## src/lmtq_pkg.sv

```systemverilog
// Package for the line message transmit queue framer.
// Holds the input and output word types, command codes and the sequencer state type.
// No dependencies.
package lmtq_pkg;

	localparam logic [1:0] CMD_APPEND = 2'd0;
	localparam logic [1:0] CMD_SEND   = 2'd1;
	localparam logic [1:0] CMD_DONE   = 2'd2;

	localparam logic [7:0] NEWLINE_CHAR = 8'h0A;

	typedef struct packed {
		logic [1:0] command;
		logic [7:0] data_byte;
		logic       first_of_message;
		logic [7:0] message_length;
		logic       force_req;
	} lmtq_in_t;

	typedef struct packed {
		logic [7:0] packet_byte;
		logic       byte_valid;
		logic       last_of_run;
		logic [5:0] sent_length;
		logic [5:0] queue_fill;
	} lmtq_out_t;

	typedef enum logic [2:0] {
		ST_IDLE,
		ST_SCAN,
		ST_LEN,
		ST_PAYLOAD,
		ST_STATUS
	} lmtq_state_t;

endpackage

```

## src/lmtq_cell.sv

```systemverilog
// One byte cell of the queue shift chain.
// Depends on lmtq_pkg for the newline code.
module lmtq_cell
	import lmtq_pkg::*;
(
	input  logic       clk,
	input  logic       wr_en,
	input  logic [7:0] wr_data,
	input  logic       shift,
	input  logic [7:0] next_data,
	output logic [7:0] data,
	output logic       is_nl
);

	logic [7:0] data_q;

	// Write wins; otherwise take the neighbour's byte on a shift.
	always_ff @(posedge clk) begin
		if (wr_en) begin
			data_q <= wr_data;
		end else if (shift) begin
			data_q <= next_data;
		end
	end

	assign data  = data_q;
	assign is_nl = (data_q == NEWLINE_CHAR);

endmodule

```

## src/line_message_tx_queue_framer.sv

```systemverilog
// Top level of the line message transmit queue framer.
// Depends on lmtq_pkg and lmtq_cell.
//
//  Channel | Signals                        | Word
//  --------+--------------------------------+-------------------------------------
//  cmd     | cmd_valid, cmd_ready, cmd      | append byte, send request, tx done
//  pkt     | pkt_valid, pkt_ready, pkt      | length byte, payload bytes or status
//
// Sequence: a send runs the newline scan (one cell per cycle, skipped on a forced
// or busy send), then presents the output words: the length byte and len payload
// bytes, or a single status word. The command side is held off for the whole send.
// Reset needs no clearing pass: only cells below the fill count are ever read. A
// stall on the packet side holds the sequencer in its output states.
module line_message_tx_queue_framer
	import lmtq_pkg::*;
#(
	parameter int QUEUE_DEPTH = 32
) (
	input  logic      clk,
	input  logic      arst_n,
	input  logic      cmd_valid,
	output logic      cmd_ready,
	input  lmtq_in_t  cmd,
	output logic      pkt_valid,
	input  logic      pkt_ready,
	output lmtq_out_t pkt
);

	localparam int CW = $clog2(QUEUE_DEPTH + 1);
	localparam int IW = $clog2(QUEUE_DEPTH);

	lmtq_state_t state_q, state_d;

	logic [CW-1:0] fill_q;
	logic [CW-1:0] len_q;
	logic [CW-1:0] rem_q;
	logic [CW-1:0] scan_q;
	logic          busy_q;
	logic          drop_q;
	logic          out_valid_q;
	lmtq_out_t     out_q;

	logic [7:0]             cell_data [QUEUE_DEPTH];
	logic [QUEUE_DEPTH-1:0] nl_vec;
	logic [QUEUE_DEPTH-1:0] cell_wr;

	logic          cmd_fire;
	logic [8:0]    need_sum;
	logic          fits;
	logic          store;
	logic          scan_end;
	logic          scan_hit;
	logic [CW-1:0] found_len;
	logic          emit;
	logic          load;
	logic          shift;
	lmtq_out_t     word;

	assign cmd_fire  = cmd_valid && cmd_ready;
	assign cmd_ready = (state_q == ST_IDLE);

	// Admit a new message only when its whole declared length fits.
	assign need_sum = 9'(fill_q) + 9'(cmd.message_length);
	assign fits     = (cmd.message_length != 8'd0) && (need_sum <= 9'(QUEUE_DEPTH));
	assign store    = cmd_fire && (cmd.command == CMD_APPEND)
		&& (cmd.first_of_message ? fits : !drop_q)
		&& (fill_q != CW'(QUEUE_DEPTH));

	// Scan walks one cell per cycle from the front looking for a newline.
	assign scan_end  = (scan_q == fill_q);
	assign scan_hit  = !scan_end && nl_vec[scan_q[IW-1:0]];
	assign found_len = scan_q + 1'b1;

	// Cell chain: cell i takes cell i+1 on a shift, the tail takes zero.
	for (genvar i = 0; i < QUEUE_DEPTH; i++) begin : g_cell
		logic [7:0] next_byte;

		if (i == QUEUE_DEPTH - 1) begin : g_tail
			assign next_byte = 8'h00;
		end else begin : g_mid
			assign next_byte = cell_data[i+1];
		end

		assign cell_wr[i] = store && (fill_q == CW'(i));

		lmtq_cell u_cell (
			.clk       (clk),
			.wr_en     (cell_wr[i]),
			.wr_data   (cmd.data_byte),
			.shift     (shift),
			.next_data (next_byte),
			.data      (cell_data[i]),
			.is_nl     (nl_vec[i])
		);
	end

	// Next state.
	always_comb begin
		state_d = state_q;
		case (state_q)
			ST_IDLE: begin
				if (cmd_fire && (cmd.command == CMD_SEND)) begin
					if (busy_q) begin
						state_d = ST_STATUS;
					end else if (cmd.force_req) begin
						state_d = ST_LEN;
					end else begin
						state_d = ST_SCAN;
					end
				end
			end
			ST_SCAN: begin
				if (scan_end) begin
					state_d = ST_STATUS;
				end else if (scan_hit) begin
					state_d = ST_LEN;
				end
			end
			ST_LEN: begin
				if (load) begin
					state_d = (len_q == '0) ? ST_IDLE : ST_PAYLOAD;
				end
			end
			ST_PAYLOAD: begin
				if (load && (rem_q == CW'(1))) begin
					state_d = ST_IDLE;
				end
			end
			ST_STATUS: begin
				if (load) begin
					state_d = ST_IDLE;
				end
			end
			default: begin
				state_d = ST_IDLE;
			end
		endcase
	end

	// Outputs of the sequencer: which word to present and when to advance.
	always_comb begin
		emit = 1'b0;
		word = '0;
		case (state_q)
			ST_LEN: begin
				emit             = 1'b1;
				word.packet_byte = 8'(len_q);
				word.byte_valid  = 1'b1;
				word.last_of_run = (len_q == '0);
				word.sent_length = 6'(len_q);
				word.queue_fill  = 6'(fill_q);
			end
			ST_PAYLOAD: begin
				emit             = 1'b1;
				word.packet_byte = cell_data[0];
				word.byte_valid  = 1'b1;
				word.last_of_run = (rem_q == CW'(1));
				word.sent_length = 6'(len_q);
				word.queue_fill  = 6'(fill_q);
			end
			ST_STATUS: begin
				emit             = 1'b1;
				word.last_of_run = 1'b1;
				word.queue_fill  = 6'(fill_q);
			end
			default: begin
				emit = 1'b0;
			end
		endcase
	end

	assign load  = emit && (!out_valid_q || pkt_ready);
	assign shift = load && (state_q == ST_PAYLOAD);

	always_ff @(posedge clk or negedge arst_n) begin
		if (!arst_n) begin
			state_q <= ST_IDLE;
			fill_q  <= '0;
			len_q   <= '0;
			rem_q   <= '0;
			scan_q  <= '0;
			busy_q  <= 1'b0;
			drop_q  <= 1'b0;
		end else begin
			state_q <= state_d;

			if (store) begin
				fill_q <= fill_q + 1'b1;
			end

			// Remember whether the rest of this message is to be dropped.
			if (cmd_fire && (cmd.command == CMD_APPEND) && cmd.first_of_message) begin
				drop_q <= !fits;
			end

			if (cmd_fire && (cmd.command == CMD_DONE)) begin
				busy_q <= 1'b0;
			end

			if (state_q == ST_IDLE && cmd_fire && (cmd.command == CMD_SEND) && !busy_q) begin
				if (cmd.force_req) begin
					len_q  <= fill_q;
					rem_q  <= fill_q;
					fill_q <= '0;
					busy_q <= 1'b1;
				end else begin
					scan_q <= '0;
				end
			end

			if (state_q == ST_SCAN) begin
				if (scan_hit) begin
					len_q  <= found_len;
					rem_q  <= found_len;
					fill_q <= fill_q - found_len;
					busy_q <= 1'b1;
				end else if (!scan_end) begin
					scan_q <= found_len;
				end
			end

			if (shift) begin
				rem_q <= rem_q - 1'b1;
			end
		end
	end

	// Output register: hold the word until taken, refill in the same cycle.
	always_ff @(posedge clk or negedge arst_n) begin
		if (!arst_n) begin
			out_valid_q <= 1'b0;
		end else if (load) begin
			out_valid_q <= 1'b1;
		end else if (pkt_ready) begin
			out_valid_q <= 1'b0;
		end
	end

	always_ff @(posedge clk) begin
		if (load) begin
			out_q <= word;
		end
	end

	assign pkt_valid = out_valid_q;
	assign pkt       = out_q;

endmodule
```

## config.mk

```make
export PLATFORM = sky130hd
export DESIGN_NAME = line_message_tx_queue_framer
export DESIGN_NICKNAME = d
export VERILOG_FILES = /design/src/lmtq_pkg.sv /design/src/lmtq_cell.sv /design/src/line_message_tx_queue_framer.sv
export SDC_FILE = /design/constraint.sdc
export NUM_CORES = 1
export LEC_CHECK = 0
export BUFFER_PORTS_ARGS = -buffer_cell sky130_fd_sc_hd__buf_2
export CAP_MARGIN = 5
export CORE_AREA = 2 2 219 221
export DETAILED_ROUTE_END_ITERATION = 12
export DIE_AREA = 0 0 221 223
export PLACE_DENSITY = 0.49
export SYNTH_ARGS = -nofsm -noshare
export SYNTH_HDL_FRONTEND = slang
export SYNTH_SLANG_ARGS = --single-unit
export TNS_END_PERCENT = 10
```

## constraint.sdc

```tcl
create_clock -name clk -period 5.2 [get_ports clk]
set_input_delay 0.78 -clock clk [delete_from_list [all_inputs] [get_ports clk]]
set_output_delay 0.78 -clock clk [all_outputs]
set_load 0.03 [all_outputs]
```

# After elaboration in Yosys (flattened, before gate mapping)
# Cells that the tools add are included.
[totals] ff_bits=308 latch_bits=0 ram_bits=0 romBits=0 input_bits=24 mem_count=0
[classes] addsub=5 multipliers=0 n_div=0 order_cmp=2 n_eq_ne=77 shifts=0 n_mux=106 bitwise_logic=0 reduce_logical=94
[op_table] operator="8-bit 2-to-1 mux" count=64
[op_table] operator="8-bit by 4-bit == test with 1-bit output (second input constant)" count=32
[op_table] operator="6-bit 2-to-1 mux" count=19
[op_table] operator="6-bit by 5-bit == test with 1-bit output (second input constant)" count=16
[op_table] operator="2-bit nonzero test" count=33
[op_table] operator="6-bit by 4-bit == test with 1-bit output (second input constant)" count=8
[op_table] operator="1-bit logical AND" count=47
[op_table] operator="6-bit by 3-bit == test with 1-bit output (second input constant)" count=4
[op_table] operator="3-bit 2-to-1 mux" count=7
[op_table] operator="9-bit one-hot mux with 2 select lines" count=1
[op_table] operator="3-bit one-hot mux with 5 select lines" count=1
[op_table] operator="6-bit by 1-bit adder with 6-bit output (second input constant)" count=2
[op_table] operator="6-bit by 1-bit == test with 1-bit output (second input constant)" count=2
[op_table] operator="6-bit by 2-bit == test with 1-bit output (second input constant)" count=2
[op_table] operator="6-bit zero test" count=2
[op_table] operator="1-bit 2-to-1 mux" count=10
[op_table] operator="6-bit by 8-bit adder with 9-bit output" count=1
[op_table] operator="9-bit by 6-bit less-or-equal comparator with 1-bit output (second input constant)" count=1
[op_table] operator="8-bit nonzero test" count=1
[op_table] operator="3-bit by 2-bit == test with 1-bit output (second input constant)" count=2
[op_table] operator="6-bit == test" count=1
[op_table] operator="5-bit by 6-bit < comparator with 1-bit output (second input constant)" count=1
[op_table] operator="2-bit != test (second input constant)" count=3
[op_table] operator="6-bit != test (second input constant)" count=1
[op_table] operator="other kinds (18)" count=23

# Depth between registers and ports, before layout
# Gate-level depths: netlist (run 1).
[depth] word_depth=11 ltp_mapped=11 depth_no_buf=11

# By module
# Synthesis (run 1) repeated with hierarchy kept, for this count alone.
[unflattened] cells_unflattened=1081 hier_area_um2=15516.1
[by_module_without_submodules] module="lmtq_cell" instances=32 cells_per_inst=21 area_per_inst_um2=364.1 seq_area_each_um2=240.2
[by_module_without_submodules] module="line_message_tx_queue_framer" instances=1 cells_per_inst=409 area_per_inst_um2=3865.0 seq_area_each_um2=1411.4

# Worst setup path after synthesis (run 1)
# No wires, ideal clock.
[synth_path] kind="in2reg" startpoint="input port cmd[1] in the netlist's numbering" endpoint="register g_cell[17].u_cell.data_q[0], enable pin" setup_time_ps=330 t_arrival_ps=3744 path_slack_ps=1126 cell_stages=10 path_buffers=0 cell_sequence="ha_1 fa_1 xor2_1 or4_1 a21oi_1 a211o_1 o2111ai_2 a2111oi_4 nand3_2 nand2_1"
[synth_between] elab_chain_len=8
[synth_rtl] item="start, declared" line_no="line_message_tx_queue_framer.sv:23" rtl="input lmtq_in_t cmd,"
[synth_rtl] item="6-bit by 8-bit adder with 9-bit output" line_no="line_message_tx_queue_framer.sv:63" rtl="assign need_sum = 9'(fill_q) + 9'(cmd.message_length);"
[synth_rtl] item="9-bit by 6-bit less-or-equal comparator with 1-bit output" line_no="line_message_tx_queue_framer.sv:64" rtl="assign fits = (cmd.message_length != 8'd0) && (need_sum <= 9'(QUEUE_DEPTH));"
[synth_rtl] item="1-bit logical AND *" line_no="line_message_tx_queue_framer.sv:64"
[synth_rtl] item="1-bit 2-to-1 mux *" line_no="line_message_tx_queue_framer.sv:66" rtl="&& (cmd.first_of_message ? fits : !drop_q)"
[synth_rtl] item="1-bit logical AND *" line_no="line_message_tx_queue_framer.sv:66"
[synth_rtl] item="1-bit logical AND *" line_no="line_message_tx_queue_framer.sv:67" rtl="&& (fill_q != CW'(QUEUE_DEPTH));"
[synth_rtl] item="1-bit logical AND *" line_no="line_message_tx_queue_framer.sv:84" rtl="assign cell_wr[i] = store && (fill_q == CW'(i));"
[synth_rtl] item="2-bit nonzero test (no line) *"
[synth_rtl] item="end signal, assigned" line_no="lmtq_cell.sv:20" rtl="data_q <= wr_data;"
[synth_rtl] item="end signal, assigned" line_no="lmtq_cell.sv:22" rtl="data_q <= next_data;"
[synth_rtl] item="end, declared" line_no="lmtq_cell.sv:15" rtl="logic [7:0] data_q;"
# Mark *: on every way between the ends. The rest lies on a longest branch, timed or not.
# A chain may end at the register's enable or synchronous reset.

# Worst setup path after layout (run 1)
[layout_path] startpoint="register fill_q[0]" endpoint="register g_cell[30].u_cell.data_q[5], enable pin"
[layout_between] elab_chain_len=8
[layout_rtl] item="start, declared" line_no="line_message_tx_queue_framer.sv:34" rtl="logic [CW-1:0] fill_q;"
[layout_rtl] item="start signal, assigned" line_no="line_message_tx_queue_framer.sv:188" rtl="fill_q <= fill_q + 1'b1;"
[layout_rtl] item="start signal, assigned" line_no="line_message_tx_queue_framer.sv:215" rtl="fill_q <= fill_q - found_len;"
[layout_rtl] item="6-bit by 8-bit adder with 9-bit output" line_no="line_message_tx_queue_framer.sv:63"
[layout_rtl] item="9-bit by 6-bit less-or-equal comparator with 1-bit output" line_no="line_message_tx_queue_framer.sv:64"
[layout_rtl] item="1-bit logical AND" line_no="line_message_tx_queue_framer.sv:64"
[layout_rtl] item="1-bit 2-to-1 mux" line_no="line_message_tx_queue_framer.sv:66"
[layout_rtl] item="1-bit logical AND" line_no="line_message_tx_queue_framer.sv:66"
[layout_rtl] item="1-bit logical AND" line_no="line_message_tx_queue_framer.sv:67"
[layout_rtl] item="1-bit logical AND *" line_no="line_message_tx_queue_framer.sv:84"
[layout_rtl] item="2-bit nonzero test (no line) *"
[layout_rtl] item="end signal, assigned" line_no="lmtq_cell.sv:20"
[layout_rtl] item="end signal, assigned" line_no="lmtq_cell.sv:22"
[layout_rtl] item="end, declared" line_no="lmtq_cell.sv:15"
# Marked as above.

==> results.md, run 1 <==
| Step | Result | Value |
|:---|:---|:---|
| synthesis | Adder-cell share of the synthesized area | 1.74% |
| route | Residual antenna-violating net count after detailed routing | 0 |
| place | Number of placed instances with taps included | 1,707 |
| synthesis | Post-synthesis average cell area | 14.2 sq um |
| die | Horizontal die dimension | 221 microns |
| worst setup path | Worst reg2reg path startpoint | fill_q[0] |
| synthesis | Post-Synth XOR/XNOR Area | 1.15% |
| cells and area | Filler Cells Inserted | 4,463 |
| worst setup path | Peak fanout along the critical path | 9 |
| global route | GRT Resource Usage Total | 15.3% |
| sta | Final critical-path setup slack | 0.992 ns |
| cts | Clock latency reported for the late side of the worst-skew pair | 0.53 ns |
| worst setup path | Critical path launch point | fill_q[0] |
| worst setup path | Type of element launching the critical path | flop |
| synthesis | Number of flops mapped to enable cells by yosys | 278 |
| global route | Wire length of the first global-routing pass | 58,600 microns |
| power | Power Density | 457 nW/um^2 |
| worst setup path | WP depth | 11 |
| place | Placer congestion estimate | 0.786 |
| cts | Maximum clock insertion buffer count | 3 |
| power | Leakage dissipation | 6.09 nW |
| cts | Clock tree from TritonCTS | built |
| sta | Layout Skew | 0.0164 ns |
| power | Switching Fraction | 33.0% |
| cts | CTS resizes | 0 |
| worst setup path | Endpoint class of the critical path | flop |
| synthesis | Synthesis warning total | 0 |
| sta | Setup_tns | 0 ns |
| sta | Fmax achieved | 238 MHz |
| sta | Unrepaired setup endpoints after global routing | false |
| sta | Post-route minimum period | 4.21 ns |
| die | Number of ports placed on the die boundary | 48 |
| cells and area | Share of final-layout standard cells stronger than drive strength 1 | 35.2% |
| worst setup path | Kind of cell adding the most delay to the critical path | simple AND/OR/NAND/NOR gates |
| die | Die Area | 49,300 sq um |
| worst setup path | Critical path buffer and inverter count | 1 |
| cts | Buffer count from post-CTS setup fixing | 0 |
| cts | Hold buffers post-CTS | 0 |
| power | Worst ir drop on vdd | 0.326 mV |
| synthesis | Number of nets in the synthesized netlist | 1,120 |
| synthesis | Share of flip-flops with an asynchronous set or reset after synthesis | 9.74% |
| cells and area | Total inserted antenna cells | 0 |
| worst setup path | Classification of the worst setup path | reg -> reg |
| route | DR pass1 iterations | 6 |
| sta | Number of max-slew violations in the final report | 0 |
| synthesis | Sequential element share of the synthesized area | 59.6% |
| worst setup path | Number of cell instances on the worst register-to-register path | 11 |
| global route | Leftover overflow at the end of global routing | 0 |
| cts | Number of levels in the clock H-tree | 2 |
| cells and area | Final layout net count | 1,174 |
| die | Number of rows created at floorplan | 80 |
| cells and area | Layout Cells excl Fill | 1,770 |
| sta | Number of failing setup endpoints in the final timing report | 0 |
| route | Via total after detailed routing | 9,190 |
| global route | Number of antenna violations at the first check in global routing | 0 |
| worst setup path | Data arrival, critical path | 4.39 ns |
| synthesis | Synth cell types | 65 |
| power | Logic gate share of total power | 26.4% |
| synthesis | Post-synthesis cell count | 1,076 |
| synthesis | Area fraction in and, or, nand and nor cells after synthesis | 10.8% |
| power | Reported net switching power | 2.62 mW |
| route | Post-detailed-route via-to-cell ratio | 5.19 |
| worst setup path | Slowest library cell on the worst path | dfrtp_1 |
| power | Design internal power | 5.33 mW |
| synthesis | Most instantiated flip-flop cell in the synthesis netlist | edfxtp_1 |
| sta | Final Cycle Share | 80.9% |
| worst setup path | Critical Path End | g_cell[30].u_cell.data[5] |
| cts | Clock tree sinks | 308 |
| synthesis | Combinational family with the most area after synthesis | multiplexers |
| die | CORE AREA | 47,100 sq um |
| sta | Relative slew margins | 21.8% |
| cells and area | Core occupancy in the finished layout | 36.9% |
| worst setup path | Flop-to-flop setup slack | 0.99 ns |
| min path | Classification of the worst-slack hold path | in -> async |
| sta | Hold Fails Final Rpt | 0 |
| worst setup path | R2R Path End | g_cell[30].u_cell.data[5] |
| power | Clock network power share | 31.3% |
| outcome | Run status | finished, final reports clean |
| synthesis | Mapped Area | 15,300 sq um |
| route | Iteration-0 DRC Markers | 702 |
| run | Max-cap check violation count | 0 |
| synthesis | Flip-flop and latch count after synthesis | 308 |
| cts | Cts bufs inserted | 36 |
| power | Sequential cell fraction of total power | 42.3% |
| synthesis | Synthesized-area fraction occupied by ao, oa, aoi and oai cells | 5.22% |
| die | Starting density of the core | 32.4% |
| route | Wire length per cell after detailed routing | 21.6 microns |
| synthesis | Share of cell area taken by muxes after synthesis | 19.5% |
| global route | Vias in the first global route | 9,456 |
| route | Drt drc | 0 |
| worst setup path | Delay contributed by the slowest stage of the critical path | 0.47 ns |
| die | Die height | 223 microns |
| worst setup path | Series of cell instances along the critical path | ha_1 > fa_1 > xor2_1 > or4_1 > a21oi_1 > a211o_1 > o2111ai_2 > a2111oi_2 > buf_4 > and3_1 > nand2b_1 |
| cells and area | Growth of design area from synthesis to finish | 14.0% |
| global route | Pin count of the biggest net entering global routing | 42 |
| cts | Clock tree root driver cell | clkbuf_16 |
| route | Final wirelength | 38,200 microns |
| place | Half-perimeter wire length after detailed placement | 24,200 microns |
| cts | Reg clk slew, reported paths | 0.06 ns |
| worst setup path | CP Data Required Time | 5.38 ns |
| sta | Measured slew at the worst slew-check pin | 1.17 ns |
| place | Pre-CTS worst setup slack | 0.594 ns |
| place | Count of input and output buffers | 47 |
[placed cells by master (no fill, tap or decap), types with 10 or more instances in the layout]
master	count
a2111oi_0	11
nor4b_1	25
nand2_2	12
nor4bb_1	16
nor3_1	16
and2_1	13
mux2_2	249
buf_2	47
a21oi_1	34
nor4_1	13
nand2_1	56
mux2i_1	17
nor2b_1	10
buf_4	25
nor2_1	47
o21ai_0	12
xnor2_1	15
clkbuf_1	11
clkbuf_16	37
edfxtp_1	278
nand3_2	13
ha_1	18
inv_1	24
dfrtp_1	30
[synth_stat cells (3+ instances only)]
cell type / count / share of area (%)
mux2i_1: 17 / 1.1
nor4b_1: 25 / 1.4
clkbuf_1: 47 / 1.2
nand3_2: 12 / 0.79
inv_1: 24 / 0.59
nor4bb_1: 16 / 1.0
edfxtp_1: 278 / 55
nor2_1: 47 / 1.2
ha_1: 18 / 1.5
mux2_2: 249 / 18
a211oi_1: 4 / 0.20
nand2_1: 56 / 1.4
a41oi_1: 3 / 0.17
nand4b_1: 7 / 0.40
nand2b_1: 9 / 0.37
and3b_1: 3 / 0.17
nand3_1: 7 / 0.23
nand4_1: 5 / 0.20
nor3_1: 16 / 0.52
o22ai_1: 3 / 0.12
xor2_1: 5 / 0.29
dfrtp_1: 30 / 4.9
nor2b_1: 10 / 0.41
nand2_2: 12 / 0.49
xnor2_1: 15 / 0.86
a2111oi_0: 11 / 0.63
a21oi_1: 35 / 1.1
and3_1: 9 / 0.37
buf_2: 5 / 0.16
and2_1: 13 / 0.53
buf_1: 5 / 0.12
a2111oi_4: 3 / 0.54
o21ai_0: 12 / 0.39
a21o_1: 3 / 0.15
nor4_1: 13 / 0.53
a31oi_1: 7 / 0.29
[power by group through the flow]
stage | logic, mW | registers (mW) | clock network, mW
detailed placement | 2.09 | 3.41 | 0
finish | 2.10 | 3.36 | 2.49
global route | 2.28 | 3.40 | 2.64
global placement | 2.09 | 3.41 | 0
floorplan | 1.28 | 3.43 | 0
CTS | 2.11 | 3.36 | 2.55
[worst reg2reg max path: stages, from the launching register on]
cell	delay, ns
dfrtp_1	0.47
ha_1	0.25
fa_1	0.42
xor2_1	0.16
or4_1	0.41
a21oi_1	0.13
a211o_1	0.17
o2111ai_2	0.34
a2111oi_2	0.47
buf_4	0.22
and3_1	0.42
nand2b_1	0.40
[worst min path at each step]
stage | depth (start not counted) | end | start
floorplan | 0 | busy_q | arst_n
global placement | 2 | drop_q | drop_q
detailed placement | 2 | drop_q | drop_q
CTS | 1 | rem_q[1] | arst_n
global route | 1 | rem_q[1] | arst_n
finish | 1 | fill_q[3] | arst_n
[cell type report]
type	count	area (sq um)	share of cell area (%)
clock buffers	50	995	5.71
repair buffers	73	443	2.54
flip-flops and latches	308	9100	52.3
well taps	615	769	4.42
clock inverters	13	146	0.841
inverters	24	90.1	0.518
multi-input cells	687	5860	33.7
[registers in the layout, summed over array words and instances (netlist names)]
| name | flops |
|---|---|
| state_q | 3 |
| drop_q | 1 |
| pkt_valid | 1 |
| fill_q | 6 |
| busy_q | 1 |
| rem_q | 6 |
| scan_q | 6 |
| g_cell.u_cell.data | 256 |
| len_q | 6 |
| pkt | 22 |
[cells by family (layout without fill, tap and decap cells)]
logic type / count (synthesis) / after routing
flip-flops: 308 / 308
AND/OR/NAND/NOR: 273 / 273
multiplexers: 266 / 266
AO/OA/AOI/OAI: 108 / 108
buffers and inverters: 81 / 160
adder cells (fa/ha/maj): 20 / 20
XOR/XNOR: 20 / 20
[routing by layer]
layer  vias up  GRT usage [%]  part of all wire [%]
met5         -              0                     0
met4         0           3.90                   1.8
met3        42           2.86                   4.9
met2       229           23.9                    45
met1      4643           22.0                    48
li1       4276              -                     -
[per-stage QoR]
stage | total power, mW | cell area (sq um) | hold slack, ns
floorplan | 4.72 | 15300 | 0.481
global placement | 5.50 | 16300 | 0.500
finish | 7.95 | 17400 | 0.311
global route | 8.32 | 17400 | 0.361
CTS | 8.03 | 17400 | 0.318
detailed placement | 5.50 | 16300 | 0.515
(Power assumes the default switching activity.)
==> inputs of run 2 (changes only) <==
- clock period: 5.2 -> 4.1 ns (I/O delays scaled with it)
==> run 2 against run 1 <==
Critical path depth rose by 2. Sequential cell count is the same. Clock skew is 0.014 ns higher. Non-clock buffer count increased by 37. Sequential share of layout area shrank 1.1 points. Count of clock-buffer cells in the layout shrank 6. Cell count up 2.1%. Maximum frequency is 11% higher. Critical path type unchanged. Largest power group unchanged.
==> results.md, run 2 (same netlist as run 1, synthesis figures left out) <==
| Step | Result | Value | Change |
|:---|:---|:---|:---|
| cells and area | Layout Cells excl Fill | 1,808 | +2.1% |
| cells and area | Most common library cell in the layout ignoring fill and taps | edfxtp_1 |  |
| worst setup path | Type of element launching the critical path | flop |  |
| cts | Cts bufs inserted | 37 | +2.8% |
| global route | Number of antenna violations at the first check in global routing | 1 | +1 |
| worst setup path | CP Data Required Time | 4.37 ns | -1.01 ns |
| power | Clock network power share | 30.7% | -0.6 points |
| power | Tot Pwr | 10.1 mW | +27% |
| sta | Unrepaired setup endpoints after global routing | false |  |
| place | Count of input and output buffers | 47 | unchanged |
| worst setup path | Peak fanout along the critical path | 9 | unchanged |
| worst setup path | Endpoint class of the critical path | flop |  |
| power | Power Density | 567 nW/um^2 | +24% |
| worst setup path | Worst reg2reg path startpoint | fill_q[0] |  |
| cells and area | Core occupancy in the finished layout | 37.7% | +0.77 points |
| die | CORE AREA | 47,100 sq um | unchanged |
| cts | Clock tree root driver cell | clkbuf_16 |  |
| global route | Leftover overflow at the end of global routing | 0 | unchanged |
| sta | Number of failing setup endpoints in the final timing report | 0 | unchanged |
| global route | GRT Resource Usage Total | 15.7% | +0.39 points |
| worst setup path | Data arrival, critical path | 4.06 ns | -0.33 ns |
| die | Number of rows created at floorplan | 80 | unchanged |
| worst setup path | Number of cell instances on the worst register-to-register path | 13 | +2 |
| place | Half-perimeter wire length after detailed placement | 25,100 microns | +3.5% |
| die | Starting density of the core | 32.4% | unchanged |
| cells and area | Growth of design area from synthesis to finish | 16.4% |  |
| cts | Clock tree sinks | 308 | unchanged |
| cts | Hold buffers post-CTS | 0 | unchanged |
| place | Number of placed instances with taps included | 1,744 | +2.2% |
| route | Post-detailed-route via-to-cell ratio | 5.11 | -1.5% |
| power | Design internal power | 6.77 mW | +27% |
| die | Number of ports placed on the die boundary | 48 | unchanged |
| cells and area | Share of final-layout standard cells stronger than drive strength 1 | 37.4% | +2.1 points |
| power | Worst ir drop on vdd | 0.375 mV | +15% |
| cts | Maximum clock insertion buffer count | 3 | unchanged |
| sta | Post-route minimum period | 3.78 ns | -0.423 ns |
| route | Final wirelength | 38,200 microns | about the same |
| die | Die height | 223 microns | unchanged |
| sta | Hold Fails Final Rpt | 0 | unchanged |
| cells and area | Highest-count cells in the layout ignoring fill and taps | edfxtp_1, mux2_2, nand2_1 |  |
| route | Drt drc | 0 | unchanged |
| cts | Reg clk slew, reported paths | 0.06 ns | about the same |
| sta | Measured slew at the worst slew-check pin | 0.882 ns | -0.291 ns |
| power | Logic gate share of total power | 27.5% | +1.1 points |
| sta | Worst-case hold slack | 0.152 ns | -0.159 ns |
| power | Leakage dissipation | 6.30 nW | +3.5% |
| cells and area | Total inserted antenna cells | 0 | unchanged |
| cts | Clock latency reported for the late side of the worst-skew pair | 0.53 ns | about the same |
| global route | Vias in the first global route | 9,736 | +3.0% |
| power | Switching Fraction | 32.8% | -0.14 points |
| sta | Number of max-slew violations in the final report | 0 | unchanged |
| worst setup path | Classification of the worst setup path | reg -> reg |  |
| sta | Layout Skew | 0.0303 ns | +0.0139 ns |
| worst setup path | R2R Path End | g_cell[30].u_cell.data[2] |  |
| die | Die Area | 49,300 sq um | unchanged |
| cts | Clock tree from TritonCTS | built |  |
| power | Sequential cell fraction of total power | 41.8% | -0.5 points |
| power | Reported net switching power | 3.31 mW | +26% |
| route | Iteration-0 DRC Markers | 578 | -18% |
| route | Via total after detailed routing | 9,243 | +0.58% |
| cells and area | Filler Cells Inserted | 4,473 | +0.22% |
| cts | Buffer count from post-CTS setup fixing | 0 | unchanged |
| sta | Fmax achieved | 264 MHz | +11% |
| route | DR pass1 iterations | 4 | -2 |
| cells and area | Area taken by multi-input logic gates | 5860 sq um | unchanged |
| run | Max-cap check violation count | 0 | unchanged |
| cts | Number of levels in the clock H-tree | 2 | unchanged |
| cells and area | Max FFs per register | 256 | unchanged |
| place | Placer congestion estimate | 0.780 | -0.85% |
| die | Horizontal die dimension | 221 microns | unchanged |
| min path | Classification of the worst-slack hold path | in -> async |  |
| worst setup path | Critical path launch point | fill_q[0] |  |
| worst setup path | Flop-to-flop setup slack | 0.32 ns | -0.68 ns |
| route | Residual antenna-violating net count after detailed routing | 0 | unchanged |
| cells and area | Final layout net count | 1,212 | +3.2% |
| global route | Wire length of the first global-routing pass | 59,800 microns | +2.2% |
| cells and area | Combined flip-flop and latch cell area | 9100 sq um | unchanged |
| worst setup path | Critical Path End | g_cell[30].u_cell.data[2] |  |
| cts | CTS resizes | 0 | unchanged |
| global route | Pin count of the biggest net entering global routing | 33 | -21% |
| sta | Final Cycle Share | 92.3% | +11 points |
| route | Wire length per cell after detailed routing | 21.2 microns | -2.1% |
| outcome | Run status | finished, final reports clean |  |
| sta | Relative slew margins | 41.2% | +19 points |
-- run 2: changes by cell type in the layout (fill, tap and decap cells not counted), moves of 2 or more --
cell      delta
clkinv_4     +2
buf_12       +7
inv_6        -2
buf_4       +30
clkinv_1     +4
clkinv_2     +2
clkbuf_1     -5
clkbuf_8     -2
-- run 2: layout make-up --
| cell class | instances | area share (%) |
|---|---|---|
| multi-input combinational | 687 | 33.0 |
| clock inverter | 20 | 0.929 |
| inverter | 24 | 0.507 |
| clock buffer | 44 | 5.48 |
| tap | 615 | 4.33 |
| sequential | 308 | 51.2 |
| timing repair buffer | 110 | 4.55 |
-- run 2: worst min path at each step --
stage                     endpoint  slack (ns)  cells past startpoint
final                     len_q[3]        0.15                      1
after global routing      len_q[3]        0.19                      1
after CTS                 len_q[3]        0.15                      1
after detailed placement    drop_q        0.52                      2
after global placement      drop_q        0.50                      2
after floorplan             busy_q        0.32                      0
-- run 2: layer usage --
layer	wire (microns)	up-vias	global-route usage [%]
met2	17300	204	24.8
met5	0	-	0
met3	1800	31	2.81
li1	-	4371	-
met4	477	0	3.33
met1	18600	4637	22.7
-- run 2: power groups by stage --
stage	sequential, mW	combinational [mW]	clock (mW)
2_1_floorplan	4.35	1.63	0
3_3_place_gp	4.27	2.79	0
3_5_place_dp	4.27	2.78	0
4_1_cts	4.21	2.80	3.17
5_1_grt	4.26	3.05	3.31
6_report	4.21	2.77	3.10
-- run 2: worst max-delay path, cell delays in order (launching register included) --
cell	delay, ns
dfrtp_1	0.41
ha_1	0.22
fa_1	0.42
xor2_1	0.15
or4_1	0.40
a21oi_1	0.15
a211o_1	0.18
o2111ai_2	0.13
buf_12	0.19
a2111oi_2	0.36
buf_4	0.23
and3_1	0.22
buf_12	0.14
mux2_2	0.33
-- run 2: through the flow --
stage | cell area [sq um] | setup WS, ns | setup TNS [ns]
after floorplan | 15300 | 0.191 | 0
after global placement | 16600 | 0.0452 | 0
after detailed placement | 16600 | -0.0111 | -0.0249
after CTS | 17800 | 0.302 | 0
after global routing | 17800 | 0.105 | 0
final | 17800 | 0.315 | 0
